**src/hw/rtl/assert_macros.svh**
```systemverilog
// Assertion helpers; compiled out when SYNTH is defined.
`ifndef ASSERT_MACROS_SVH
`define ASSERT_MACROS_SVH

`ifndef SYNTH

// cond must hold at every clock edge outside reset
`define ASSERT_ALWAYS(lbl, clk, rst_n, cond, msg) \
    lbl: assert property (@(posedge clk) disable iff (!rst_n) (cond)) else $error(msg);

// when ante holds, cons must hold in the same cycle
`define ASSERT_IMPLIES(lbl, clk, rst_n, ante, cons, msg) \
    lbl: assert property (@(posedge clk) disable iff (!rst_n) (ante) |-> (cons)) \
        else $error(msg);

// when ante holds, cons must hold in the next cycle
`define ASSERT_NEXT(lbl, clk, rst_n, ante, cons, msg) \
    lbl: assert property (@(posedge clk) disable iff (!rst_n) (ante) |=> (cons)) \
        else $error(msg);

`else

`define ASSERT_ALWAYS(lbl, clk, rst_n, cond, msg)
`define ASSERT_IMPLIES(lbl, clk, rst_n, ante, cons, msg)
`define ASSERT_NEXT(lbl, clk, rst_n, ante, cons, msg)

`endif

`endif

```
**src/hw/rtl/ctcgd_pkg.sv**
```systemverilog
`timescale 1ns / 1ps

package ctcgd_pkg;

    localparam int CFG_INDEX_W = 2;
    localparam int CFG_DATA_W  = 9;
    localparam int NCLS_W      = 8;
    localparam int SEQ_W       = 9;
    localparam int IDX_W       = 7;
    localparam int OSCORE_W    = 16;
    localparam int KEPT_W      = 9;

    localparam logic [CFG_INDEX_W-1:0] REG_NUM_CLASSES = 2'd0;
    localparam logic [CFG_INDEX_W-1:0] REG_SEQ_LEN     = 2'd1;

    localparam logic KIND_CHAR    = 1'b0;
    localparam logic KIND_SUMMARY = 1'b1;

    localparam logic [NCLS_W-1:0] NUM_CLASSES_RST = 8'd97;
    localparam logic [SEQ_W-1:0]  SEQ_LEN_RST     = 9'd40;

    // controller -> datapath
    typedef struct packed {
        logic accept;     // score transfer this cycle
        logic load_char;  // load a character result into the output register
        logic load_sum;   // load the summary result into the output register
        logic start_div;  // start the mean-score division
        logic clear_seq;  // clear all sequence state
    } t_cmd;

    // datapath -> controller
    typedef struct packed {
        logic keep;       // current score ends a row whose winner is kept
        logic last_row;   // current score ends the last row of the sequence
        logic div_busy;
    } t_status;

endpackage

```
**src/hw/rtl/ctcgd_div.sv**
```systemverilog
`timescale 1ns / 1ps

// Unsigned restoring divider, one quotient bit per cycle.
module ctcgd_div #(
    parameter int DW = 25,
    parameter int VW = 9
) (
    input  logic          i_clk,
    input  logic          i_rst_n,
    input  logic          i_start,
    input  logic [DW-1:0] i_dividend,
    input  logic [VW-1:0] i_divisor,
    output logic          o_busy,
    output logic [DW-1:0] o_quotient
);

    localparam int CNTW = $clog2(DW + 1);

    logic [CNTW-1:0] r_cnt, n_cnt;
    logic [VW-1:0]   r_rem, n_rem;
    logic [DW-1:0]   r_quo, n_quo;
    logic [VW-1:0]   r_dvs, n_dvs;
    logic [VW:0]     rem_shift;
    logic [VW:0]     rem_diff;
    logic            fits;

    assign rem_shift = {r_rem, r_quo[DW-1]};
    assign rem_diff  = rem_shift - {1'b0, r_dvs};
    assign fits      = rem_shift >= {1'b0, r_dvs};

    always_comb begin
        n_cnt = r_cnt;
        n_rem = r_rem;
        n_quo = r_quo;
        n_dvs = r_dvs;
        if (i_start) begin
            n_cnt = CNTW'(DW);
            n_rem = '0;
            n_quo = i_dividend;
            n_dvs = i_divisor;
        end else if (r_cnt != '0) begin
            n_cnt = r_cnt - CNTW'(1);
            n_rem = fits ? rem_diff[VW-1:0] : rem_shift[VW-1:0];
            n_quo = {r_quo[DW-2:0], fits};
        end
    end

    always_ff @(posedge i_clk) begin
        if (!i_rst_n) begin
            r_cnt <= '0;
        end else begin
            r_cnt <= n_cnt;
        end
    end

    always_ff @(posedge i_clk) begin
        r_rem <= n_rem;
        r_quo <= n_quo;
        r_dvs <= n_dvs;
    end

    assign o_busy     = r_cnt != '0;
    assign o_quotient = r_quo;

endmodule

```
**src/hw/rtl/ctcgd_datapath.sv**
```systemverilog
`timescale 1ns / 1ps

module ctcgd_datapath #(
    parameter int MAX_CLASSES = 128,
    parameter int MAX_STEPS   = 256,
    parameter int SCORE_BITS  = 16
) (
    input  logic                                i_clk,
    input  logic                                i_rst_n,
    input  logic                                i_cfg_we,
    input  logic [ctcgd_pkg::CFG_INDEX_W-1:0]   i_cfg_index,
    input  logic [ctcgd_pkg::CFG_DATA_W-1:0]    i_cfg_data,
    input  logic signed [SCORE_BITS-1:0]        i_score,
    input  ctcgd_pkg::t_cmd                     i_cmd,
    output ctcgd_pkg::t_status                  o_status,
    output logic                                o_kind,
    output logic [ctcgd_pkg::IDX_W-1:0]         o_char_index,
    output logic signed [ctcgd_pkg::OSCORE_W-1:0] o_char_score,
    output logic signed [ctcgd_pkg::OSCORE_W-1:0] o_confidence,
    output logic [ctcgd_pkg::KEPT_W-1:0]        o_kept_count,
    output logic                                o_last
);

    localparam int CLW   = $clog2(MAX_CLASSES);
    localparam int ECW   = $clog2(MAX_CLASSES + 1);
    localparam int CMPW  = (ECW > ctcgd_pkg::NCLS_W) ? ECW : ctcgd_pkg::NCLS_W;
    localparam int STW   = (MAX_STEPS > 1) ? $clog2(MAX_STEPS) : 1;
    localparam int STCW  = $clog2(MAX_STEPS + 1);
    localparam int SCMPW = (STCW > ctcgd_pkg::SEQ_W) ? STCW : ctcgd_pkg::SEQ_W;
    localparam int KW    = $clog2(MAX_STEPS + 1);
    localparam int SUMW  = SCORE_BITS + KW;

    localparam logic [CMPW-1:0]  MAX_CLS_C  = CMPW'(MAX_CLASSES);
    localparam logic [SCMPW-1:0] MAX_STEP_C = SCMPW'(MAX_STEPS);

    logic [ctcgd_pkg::NCLS_W-1:0] r_num_classes;
    logic [ctcgd_pkg::SEQ_W-1:0]  r_seq_len;

    logic [CLW-1:0]               r_class_cnt;
    logic [STW-1:0]               r_step_cnt;
    logic signed [SCORE_BITS-1:0] r_best_score;
    logic [CLW-1:0]               r_best_class;
    logic [CLW-1:0]               r_prev_class;
    logic                         r_prev_valid;
    logic signed [SUMW-1:0]       r_sum;
    logic [KW-1:0]                r_kept;

    logic                               r_kind;
    logic [ctcgd_pkg::IDX_W-1:0]        r_char_index;
    logic signed [ctcgd_pkg::OSCORE_W-1:0] r_char_score;
    logic signed [ctcgd_pkg::OSCORE_W-1:0] r_conf;
    logic [ctcgd_pkg::KEPT_W-1:0]       r_kept_count;
    logic                               r_last;

    logic [CMPW-1:0]              cfg_cls;
    logic [CMPW-1:0]              eff_cls;
    logic [SCMPW-1:0]             cfg_steps;
    logic [SCMPW-1:0]             eff_steps;
    logic                         row_end;
    logic                         last_step;
    logic                         take;
    logic signed [SCORE_BITS-1:0] cur_score;
    logic [CLW-1:0]               cur_class;
    logic                         keep;
    logic [KW-1:0]                kept_inc;
    logic                         cfg_clear;
    logic [SUMW-1:0]              sum_mag;
    logic [SUMW-1:0]              quo;
    logic signed [SUMW-1:0]       mean;
    logic                         div_busy;

    assign cfg_cls   = CMPW'(r_num_classes);
    assign eff_cls   = (cfg_cls < CMPW'(2)) ? CMPW'(2) :
                       (cfg_cls > MAX_CLS_C) ? MAX_CLS_C : cfg_cls;
    assign cfg_steps = SCMPW'(r_seq_len);
    assign eff_steps = (cfg_steps == '0) ? SCMPW'(1) :
                       (cfg_steps > MAX_STEP_C) ? MAX_STEP_C : cfg_steps;

    assign row_end   = (CMPW'(r_class_cnt) + CMPW'(1)) >= eff_cls;
    assign last_step = (SCMPW'(r_step_cnt) + SCMPW'(1)) >= eff_steps;

    // first class of a row always wins; ties keep the lower index
    assign take      = (r_class_cnt == '0) || (i_score > r_best_score);
    assign cur_score = take ? i_score : r_best_score;
    assign cur_class = take ? r_class_cnt : r_best_class;
    assign keep      = row_end && (cur_class != '0) &&
                       !(r_prev_valid && (r_prev_class == cur_class));
    assign kept_inc  = r_kept + KW'(1);

    assign cfg_clear = i_cfg_we && ((i_cfg_index == ctcgd_pkg::REG_NUM_CLASSES) ||
                                    (i_cfg_index == ctcgd_pkg::REG_SEQ_LEN));

    assign o_status.keep     = keep;
    assign o_status.last_row = row_end && last_step;
    assign o_status.div_busy = div_busy;

    always_ff @(posedge i_clk) begin
        if (!i_rst_n) begin
            r_num_classes <= ctcgd_pkg::NUM_CLASSES_RST;
            r_seq_len     <= ctcgd_pkg::SEQ_LEN_RST;
        end else if (i_cfg_we) begin
            if (i_cfg_index == ctcgd_pkg::REG_NUM_CLASSES) begin
                r_num_classes <= i_cfg_data[ctcgd_pkg::NCLS_W-1:0];
            end else if (i_cfg_index == ctcgd_pkg::REG_SEQ_LEN) begin
                r_seq_len <= i_cfg_data[ctcgd_pkg::SEQ_W-1:0];
            end
        end
    end

    always_ff @(posedge i_clk) begin
        if (!i_rst_n || cfg_clear || i_cmd.clear_seq) begin
            r_class_cnt  <= '0;
            r_step_cnt   <= '0;
            r_best_score <= '0;
            r_best_class <= '0;
            r_prev_class <= '0;
            r_prev_valid <= 1'b0;
            r_sum        <= '0;
            r_kept       <= '0;
        end else if (i_cmd.accept) begin
            r_best_score <= cur_score;
            r_best_class <= cur_class;
            if (row_end) begin
                r_class_cnt  <= '0;
                r_prev_class <= cur_class;
                r_prev_valid <= 1'b1;
                if (keep) begin
                    r_sum  <= r_sum + SUMW'(cur_score);
                    r_kept <= kept_inc;
                end
                r_step_cnt <= last_step ? '0 : r_step_cnt + STW'(1);
            end else begin
                r_class_cnt <= r_class_cnt + CLW'(1);
            end
        end
    end

    // mean = sum / kept, truncated toward zero: divide magnitudes, restore sign
    assign sum_mag = r_sum[SUMW-1] ? SUMW'(-r_sum) : SUMW'(r_sum);
    assign mean    = r_sum[SUMW-1] ? -$signed(quo) : $signed(quo);

    ctcgd_div #(
        .DW (SUMW),
        .VW (KW)
    ) u_div (
        .i_clk      (i_clk),
        .i_rst_n    (i_rst_n),
        .i_start    (i_cmd.start_div),
        .i_dividend (sum_mag),
        .i_divisor  (r_kept),
        .o_busy     (div_busy),
        .o_quotient (quo)
    );

    always_ff @(posedge i_clk) begin
        if (i_cmd.load_char) begin
            r_kind       <= ctcgd_pkg::KIND_CHAR;
            r_char_index <= ctcgd_pkg::IDX_W'(cur_class - CLW'(1));
            r_char_score <= ctcgd_pkg::OSCORE_W'(cur_score);
            r_conf       <= '0;
            r_kept_count <= ctcgd_pkg::KEPT_W'(kept_inc);
            r_last       <= 1'b0;
        end else if (i_cmd.load_sum) begin
            r_kind       <= ctcgd_pkg::KIND_SUMMARY;
            r_char_index <= '0;
            r_char_score <= '0;
            r_conf       <= (r_kept == '0) ? '0 : ctcgd_pkg::OSCORE_W'(mean);
            r_kept_count <= ctcgd_pkg::KEPT_W'(r_kept);
            r_last       <= 1'b1;
        end
    end

    assign o_kind       = r_kind;
    assign o_char_index = r_char_index;
    assign o_char_score = r_char_score;
    assign o_confidence = r_conf;
    assign o_kept_count = r_kept_count;
    assign o_last       = r_last;

endmodule

```
**src/hw/rtl/ctcgd_ctrl.sv**
```systemverilog
`timescale 1ns / 1ps
`include "assert_macros.svh"

module ctcgd_ctrl (
    input  logic               i_clk,
    input  logic               i_rst_n,
    input  logic               i_valid,
    input  logic               i_stall,
    input  ctcgd_pkg::t_status i_status,
    output ctcgd_pkg::t_cmd    o_cmd,
    output logic               o_stall,
    output logic               o_valid
);

    localparam logic [1:0] S_RUN       = 2'd0;
    localparam logic [1:0] S_DIV_START = 2'd1;
    localparam logic [1:0] S_DIV_WAIT  = 2'd2;
    localparam logic [1:0] S_SUM       = 2'd3;

    logic [1:0] r_state, n_state;
    logic       r_out_valid, n_out_valid;
    logic       out_free;
    logic       load;

    // output register can take new data this cycle
    assign out_free = !r_out_valid || !i_stall;

    always_comb begin
        n_state = r_state;
        o_cmd   = '0;
        unique case (r_state)
            S_RUN: begin
                if (i_valid && out_free) begin
                    o_cmd.accept    = 1'b1;
                    o_cmd.load_char = i_status.keep;
                    if (i_status.last_row) begin
                        n_state = S_DIV_START;
                    end
                end
            end
            S_DIV_START: begin
                o_cmd.start_div = 1'b1;
                n_state         = S_DIV_WAIT;
            end
            S_DIV_WAIT: begin
                if (!i_status.div_busy) begin
                    n_state = S_SUM;
                end
            end
            S_SUM: begin
                if (out_free) begin
                    o_cmd.load_sum  = 1'b1;
                    o_cmd.clear_seq = 1'b1;
                    n_state         = S_RUN;
                end
            end
            default: n_state = S_RUN;
        endcase
    end

    assign load        = o_cmd.load_char || o_cmd.load_sum;
    assign n_out_valid = load ? 1'b1 : (r_out_valid && i_stall);

    always_ff @(posedge i_clk) begin
        if (!i_rst_n) begin
            r_state     <= S_RUN;
            r_out_valid <= 1'b0;
        end else begin
            r_state     <= n_state;
            r_out_valid <= n_out_valid;
        end
    end

    assign o_stall = !((r_state == S_RUN) && out_free);
    assign o_valid = r_out_valid;

    `ASSERT_IMPLIES(a_no_overwrite, i_clk, i_rst_n, load, !r_out_valid || !i_stall, "result overwritten before transfer")
    `ASSERT_ALWAYS(a_one_load, i_clk, i_rst_n, !(o_cmd.load_char && o_cmd.load_sum), "two results loaded at once")
    `ASSERT_NEXT(a_div_starts, i_clk, i_rst_n, r_state == S_DIV_START, i_status.div_busy, "divider did not start")
    `ASSERT_NEXT(a_last_row, i_clk, i_rst_n, o_cmd.accept && i_status.last_row, r_state == S_DIV_START, "sequence end missed")

endmodule

```
**src/hw/rtl/ctc_greedy_decoder.sv**
```systemverilog
`timescale 1ns / 1ps

// CTC greedy (best path) decoder. Scores stream in one per cycle while o_stall
// is low, class by class within a row of num_classes, rows in time order. At
// each row end the argmax (lower index on a tie) is kept unless it is blank or
// repeats the previous row's winner, and a kept winner is sent out as a
// character result. A row end with a kept character is accepted like any
// other score as long as the output register is free or being drained. After
// the last row the mean kept score is computed by a restoring divider producing
// one quotient bit per cycle; the summary is loaded in S_SUM after S_DIV_START
// and S_DIV_WAIT, and no score is taken before then. Writes to the num_classes
// or seq_len register restart the current sequence.
module ctc_greedy_decoder #(
    parameter int MAX_CLASSES = 128,
    parameter int MAX_STEPS   = 256,
    parameter int SCORE_BITS  = 16
) (
    input  logic                                   i_clk,
    input  logic                                   i_rst_n,
    input  logic                                   i_cfg_we,
    input  logic [ctcgd_pkg::CFG_INDEX_W-1:0]      i_cfg_index,
    input  logic [ctcgd_pkg::CFG_DATA_W-1:0]       i_cfg_data,
    input  logic                                   i_valid,
    output logic                                   o_stall,
    input  logic signed [SCORE_BITS-1:0]           i_score,
    output logic                                   o_valid,
    input  logic                                   i_stall,
    output logic                                   o_kind,
    output logic [ctcgd_pkg::IDX_W-1:0]            o_char_index,
    output logic signed [ctcgd_pkg::OSCORE_W-1:0]  o_char_score,
    output logic signed [ctcgd_pkg::OSCORE_W-1:0]  o_confidence,
    output logic [ctcgd_pkg::KEPT_W-1:0]           o_kept_count,
    output logic                                   o_last
);

    ctcgd_pkg::t_cmd    cmd;
    ctcgd_pkg::t_status status;

    ctcgd_ctrl u_ctrl (
        .i_clk    (i_clk),
        .i_rst_n  (i_rst_n),
        .i_valid  (i_valid),
        .i_stall  (i_stall),
        .i_status (status),
        .o_cmd    (cmd),
        .o_stall  (o_stall),
        .o_valid  (o_valid)
    );

    ctcgd_datapath #(
        .MAX_CLASSES (MAX_CLASSES),
        .MAX_STEPS   (MAX_STEPS),
        .SCORE_BITS  (SCORE_BITS)
    ) u_datapath (
        .i_clk        (i_clk),
        .i_rst_n      (i_rst_n),
        .i_cfg_we     (i_cfg_we),
        .i_cfg_index  (i_cfg_index),
        .i_cfg_data   (i_cfg_data),
        .i_score      (i_score),
        .i_cmd        (cmd),
        .o_status     (status),
        .o_kind       (o_kind),
        .o_char_index (o_char_index),
        .o_char_score (o_char_score),
        .o_confidence (o_confidence),
        .o_kept_count (o_kept_count),
        .o_last       (o_last)
    );

endmodule

```
**config.mk**
```make
export PLATFORM = sky130hd
export DESIGN_NAME = ctc_greedy_decoder
export DESIGN_NICKNAME = d
export VERILOG_FILES = /design/src/hw/rtl/ctcgd_pkg.sv /design/src/hw/rtl/ctcgd_div.sv /design/src/hw/rtl/ctcgd_datapath.sv /design/src/hw/rtl/ctcgd_ctrl.sv /design/src/hw/rtl/ctc_greedy_decoder.sv
export VERILOG_INCLUDE_DIRS = /design/src /design/src/hw/rtl
export SDC_FILE = /design/constraint.sdc
export NUM_CORES = 1
export LEC_CHECK = 0
export BUFFER_PORTS_ARGS = -buffer_cell sky130_fd_sc_hd__buf_2
export CAP_MARGIN = 20
export CORE_MARGIN = 4
export CORE_UTILIZATION = 34
export CTS_CLUSTER_SIZE = 16
export DETAILED_ROUTE_END_ITERATION = 10
export GPL_ROUTABILITY_DRIVEN = 0
export PLACE_DENSITY = 0.48
export SLEW_MARGIN = 30
export SYNTH_ARGS = -nofsm -noshare
export SYNTH_HDL_FRONTEND = slang
export SYNTH_HIERARCHICAL = 1
export SYNTH_SLANG_ARGS = --single-unit
```
**constraint.sdc**
```tcl
create_clock -name i_clk -period 11.4 [get_ports i_clk]
set_input_delay 2.28 -clock i_clk [delete_from_list [all_inputs] [get_ports i_clk]]
set_output_delay 2.28 -clock i_clk [all_outputs]
set_load 0.01 [all_outputs]
```
-- Yosys cells after proc, flatten, opt, wreduce, memory -nomap -nowiden
Index checks and enable logic that the tools add are counted.
- order comparisons: 7
- reduce and logical (&&, ||, !) cells: 34
- add/subtract/negate cells: 11
- equality and inequality tests: 9
- bitwise logic cells: 2
- multiplexer cells: 33
- operators with widths (kind ; count):
    $mux W16 ; 5
    $mux W25 ; 3
    $mux W9 ; 5
    $mux W7 ; 4
    $add A25 B16 Y25 ; 1
    $neg A25 Y25 ; 1
    $mux W8 ; 3
    $logic_not A9 Y1 ; 2
    $gt A16 B16 Y1 ; 1
    $neg A16 Y16 ; 1
    $mux W2 ; 6
    $ge A10 B9 Y1 ; 1
    $mux W5 ; 2
    $add A8 B1 Y9 const B ; 1
    $add A9 B1 Y9 const B ; 1
    $ge A9 B9 Y1 ; 1
    $gt A9 B9 Y1 const B ; 1
    $sub A9 B9 Y9 ; 1
    $add A7 B1 Y8 const B ; 1
    $add A8 B1 Y8 const B ; 1
    $ge A8 B8 Y1 ; 1
    $gt A8 B8 Y1 const B ; 1
    $logic_and A1 B1 Y1 ; 8
    $lt A8 B2 Y1 const B ; 1
    22 further kinds ; 43
- output and inout bits: 52
- register bits: 197

-- Longest topological paths before layout
- depth in word-level cells: 11
- depth in mapped cells: 24
- gate-level depth less buffers: 22

-- Hierarchy
The synthesis kept the hierarchy.
- by module, submodules not included (module ; seq. area each (um2) ; times used ; cells each ; area each (um2)):
    ctcgd_datapath ; 3243.1 ; 1 ; 1089 ; 9178.8
    ctcgd_div ; 1301.2 ; 1 ; 195 ; 2436.1
    ctcgd_ctrl ; 60.1 ; 1 ; 28 ; 246.5

-- Least setup slack after synthesis
No wires, ideal clock.
- kind: input to register
- from: input i_score[15]
- to: register u_datapath.r_sum[23]
- setup slack: 4.890 ns
- cell stages on the path: 21
- arrival time: 6.423 ns
- path buffers: 2
- data required time: 11.313 ns
- cell sequence: ha_1 > nand4_2 > nor2_1 > a311oi_2 > nand3_2 > nand3_2 > buf_4 > clkbuf_1 > nor2_1 > a21oi_1 > inv_1 > ha_1 > a21o_1 > a2111o_1 > a221o_1 > a31oi_1 > o31ai_1 > a21oi_1 > o21ai_0 > xnor2_1 > o31ai_1
- elaborated cells on any way between the ends: 12
- classes of those cells: add/sub: 1; order compare: 1; eq/ne: 1; mux: 2; reduce/logical: 7
- RTL lines (item ; line ; text):
    start: declaration ; ctc_greedy_decoder.sv:25 ; input logic signed [SCORE_BITS-1:0] i_score,
    $gt A16 B16 Y1 ; ctcgd_datapath.sv:83 ; assign take = (r_class_cnt == '0) || (i_score > r_best_score);
    $logic_or A1 B1 Y1 ; ctcgd_datapath.sv:83 ;
    $mux W16 ; ctcgd_datapath.sv:84 ; assign cur_score = take ? i_score : r_best_score;
    named net u_datapath.cur_score[11] ; ctcgd_datapath.sv:62 ; logic signed [SCORE_BITS-1:0] cur_score;
    $add A25 B16 Y25 ; ctcgd_datapath.sv:128 ; r_sum <= r_sum + SUMW'(cur_score);
    end signal: assignment ; ctcgd_datapath.sv:128 ;
    end: declaration ; ctcgd_datapath.sv:45 ; logic signed [SUMW-1:0] r_sum;
The timed path passes the listed nets, and every way through them passes these cells.
A chain may end at the register's enable or synchronous reset.

-- Final worst setup path
Ends and elaborated chain as after synthesis.

==> summary.md <==
| Metric | Value |
|---|---|
| Rows | 68 |
| H-tree depth | 4 |
| Final Hold Vio Count | 0 |
| Hold Crit Start | u_datapath/o_confidence[7]$_SDFFE_PP0P_ |
| Synth area leaders | dfxtp_1 (22%), edfxtp_1 (17%), ha_1 (8.5%) |
| Die Ht | 195 µm |
| Initial antenna violation count | 0 |
| Mapped Cells | 1312 |
| Crit path kind | in2reg |
| Worst-path maximum fanout | 39 |
| Status | finished, final reports clean |
| Period utilisation layout | 62.3% |
| Tightest Hold Check Type | reg2reg |
| CTS tree | built |
| Area Overhead vs Synth | 11.4% |
| Sequential share of the synthesized area | 38.8% |
| Vias in the first global route | 8885 |
| Worst clock skew | 0.0140 ns |
| Worst path arrival time | 7.47 ns |
| Most instantiated library cell after synthesis | dfxtp_1 |
| Wirelength per Cell | 15.7 µm |
| Top Ports | 84 |
| Hold path cells | 2 |
| Clk slew on worst S/H paths | 0.08 ns |
| Pin count of the biggest net entering global routing | 78 |
| Req. time, crit path | 11.76 ns |
| Number of remaining DRC errors | 0 |
| Mapped Area | 11900 µm² |
| Slew HR | 37.2% |
| Gr ovfl total | 0 |
| Top post-synthesis cells by count | dfxtp_1 (131), nand2_1 (111), nor2_1 (100) |
| Critical Path End Type | flop |
| Num Clock Sinks | 197 |
| Total core area | 34500 µm² |
| Post-synth EDFFs | 66 |
| Met1 Track Usage GR | 22.3% |
| Overall power | 1970 µW |
| Register-to-register setup slack | 5.84 ns |
| Syn nets | 1427 |
| GR met3 Demand/Resource | 2.51% |
| Pins Over Slew Limit | 0 |
| Vias per cell | 5.07 |
| Worst-skew pair later-pin latency | 0.44 ns |
| Leakage Power | 0.00539 µW |
| GRT met2 Usage | 22.9% |
| Unrepaired setup endpoints after global routing | no |
| Layout cells sized above 1 | 12.8% |
| Synthesized area per cell | 9.04 µm² |
| Worst-Margin Slew | 0.941 ns |
| Antenna diodes | 0 |
| Buffers on Ports | 83 |
| Max IR drop VDD | 104 µV |
| Yosys cell types | 80 |
| Area share of the largest cell type after synthesis | 22.1% |
| Post-CTS setup buffer count | 0 |
| Post-synth top flop | dfxtp_1 |
| DRT iter0 DRCs | 441 |
| R2R depth | 19 |
| Final wirelength | 28800 µm |
| ANT nets after route | 0 |
| DPL Wire Length | 20800 µm |
| Post-Route Setup TNS | 0 ns |
| Cts bufs inserted | 17 |
| Seq cells post-synth | 197 |
| Fin nets | 1475 |
| First-pass GRT wire length | 47300 µm |
| Final setup viols | 0 |
| Cell taking the most area after synthesis | dfxtp_1 |
| Final worst path period need | 7.11 ns |
| All-Layer GR Usage | 15.0% |
| Most Crowded Layer GR | met2 |
| Max cap viols | 0 |
| Die width | 195 µm |
| Max Root-Sink Buffers | 2 |
| Fillers | 3529 |
| Reg-to-Reg Start | u_datapath/r_best_score[15]$_SDFFE_PP0P_ |
| Die footprint | 37900 µm² |
| Synth Warn # | 6 |
| Post-cts gate resize count | 0 |
| CTS Hold Buffers Added | 0 |
| Hold endpoint | u_datapath/o_confidence[7]$_SDFFE_PP0P_ |
| Initial Utilization | 34.4% |
| Root Driver | clkbuf_16 |
| DRT Pass-1 Iters | 5 |
| FF-to-FF End | u_datapath/r_sum[23]$_SDFFE_PP0P_ |
| Vias post-DR | 9271 |
| PD cells | 149 nW/µm² |
| Fmax | 141 MHz |
| Ys async rst share | 0% |
| Startpoint types | primary input |
-- how the worst max path moves through the flow --
stage	endpoint	depth (start not counted)	slack, ns	startpoint
final	u_datapath/r_sum[23]$_SDFFE_PP0P_	19	4.29	i_score[15]
after global routing	u_datapath/r_sum[23]$_SDFFE_PP0P_	19	3.92	i_score[11]
after CTS	u_datapath/r_sum[23]$_SDFFE_PP0P_	19	4.30	i_score[15]
after detailed placement	u_datapath/r_sum[21]$_SDFFE_PP0P_	20	3.82	i_score[15]
after global placement	u_datapath/o_char_score[9]$_SDFFCE_PN0P_	17	3.64	i_score[15]
after floorplan	u_datapath/r_sum[23]$_SDFFE_PP0P_	21	4.89	i_score[15]
-- state kept, by name, indices dropped and copies added (netlist names), 8 cells and up --
name                         count
u_datapath/o_confidence         16
u_datapath/cfg_cls               8
u_datapath/r_best_score         16
u_datapath/u_div/r_dvs           9
u_datapath/o_kept_count          9
u_datapath/u_div/o_quotient     25
u_datapath/u_div/r_rem           9
u_datapath/cfg_steps             9
u_datapath/r_sum                25
u_datapath/r_kept                9
u_datapath/r_step_cnt            8
u_datapath/o_char_score         16
-- cell type report --
class,count,area (µm²),area share [%]
multi-input combinational,983,6740,51.0
sequential,197,4600,34.8
tap,455,569,4.31
timing repair buffer,91,475,3.60
clock buffer,17,425,3.22
inverter,70,263,1.99
clock inverter,15,143,1.08
-- critical path: stages --
cell	delay (ns)
buf_2	0.11
ha_1	0.34
nand4_2	0.14
nor2_1	0.07
a311oi_2	0.44
a21bo_4	0.25
nand3_2	0.66
a21oi_1	0.62
inv_1	0.09
ha_1	0.37
a21o_1	0.23
a2111o_1	0.41
a221o_1	0.29
a31oi_1	0.30
o31ai_1	0.16
a21oi_1	0.21
o21ai_0	0.12
xnor2_1	0.14
o31ai_1	0.21
-- kinds of logic (layout without fill, tap and decap cells) --
logic type               Yosys count  count (layout)  synth area share, %
adder cells (fa/ha/maj)           83              83                 8.88
XOR/XNOR                          92              92                 6.79
multiplexers                      52              52                 4.74
AO/OA/AOI/OAI                    311             311                 17.6
buffers and inverters            132             193                 4.59
AND/OR/NAND/NOR                  445             445                 18.6
flip-flops                       197             197                 38.8
-- per-layer routing --
metal  vias up  share of wire, %
met5         -                 0
met3        18               3.0
met4         0               1.0
li1       4812                 -
met1      4320                53
met2       121                43
-- placed cells by master, fill, tap and decap left out, types with 66 or more instances in the layout --
cell,count
buf_2,83
nand3_1,72
edfxtp_1,66
nor2_1,99
inv_1,67
nand2_1,110
a21oi_1,69
ha_1,81
o21ai_0,73
dfxtp_1,131
-- report_power, final --
group	switching, µW	internal [µW]
logic	271	209
registers	61.7	836
clock network	303	291
-- per-stage QoR --
step	hold slack [ns]	area (µm²)	worst slack [ns]	utilization, %	cells
after global placement	0.433	12600	3.64	36.7	1796
after floorplan	0.406	11900	4.89	-	1312
after CTS	0.459	13200	4.30	38.3	1828
after global routing	0.466	13200	3.92	38.4	1828
final	0.448	13200	4.29	38.4	1828
after detailed placement	0.441	12600	3.82	36.7	1796
Note: power is estimated with default switching activity, not from simulation.
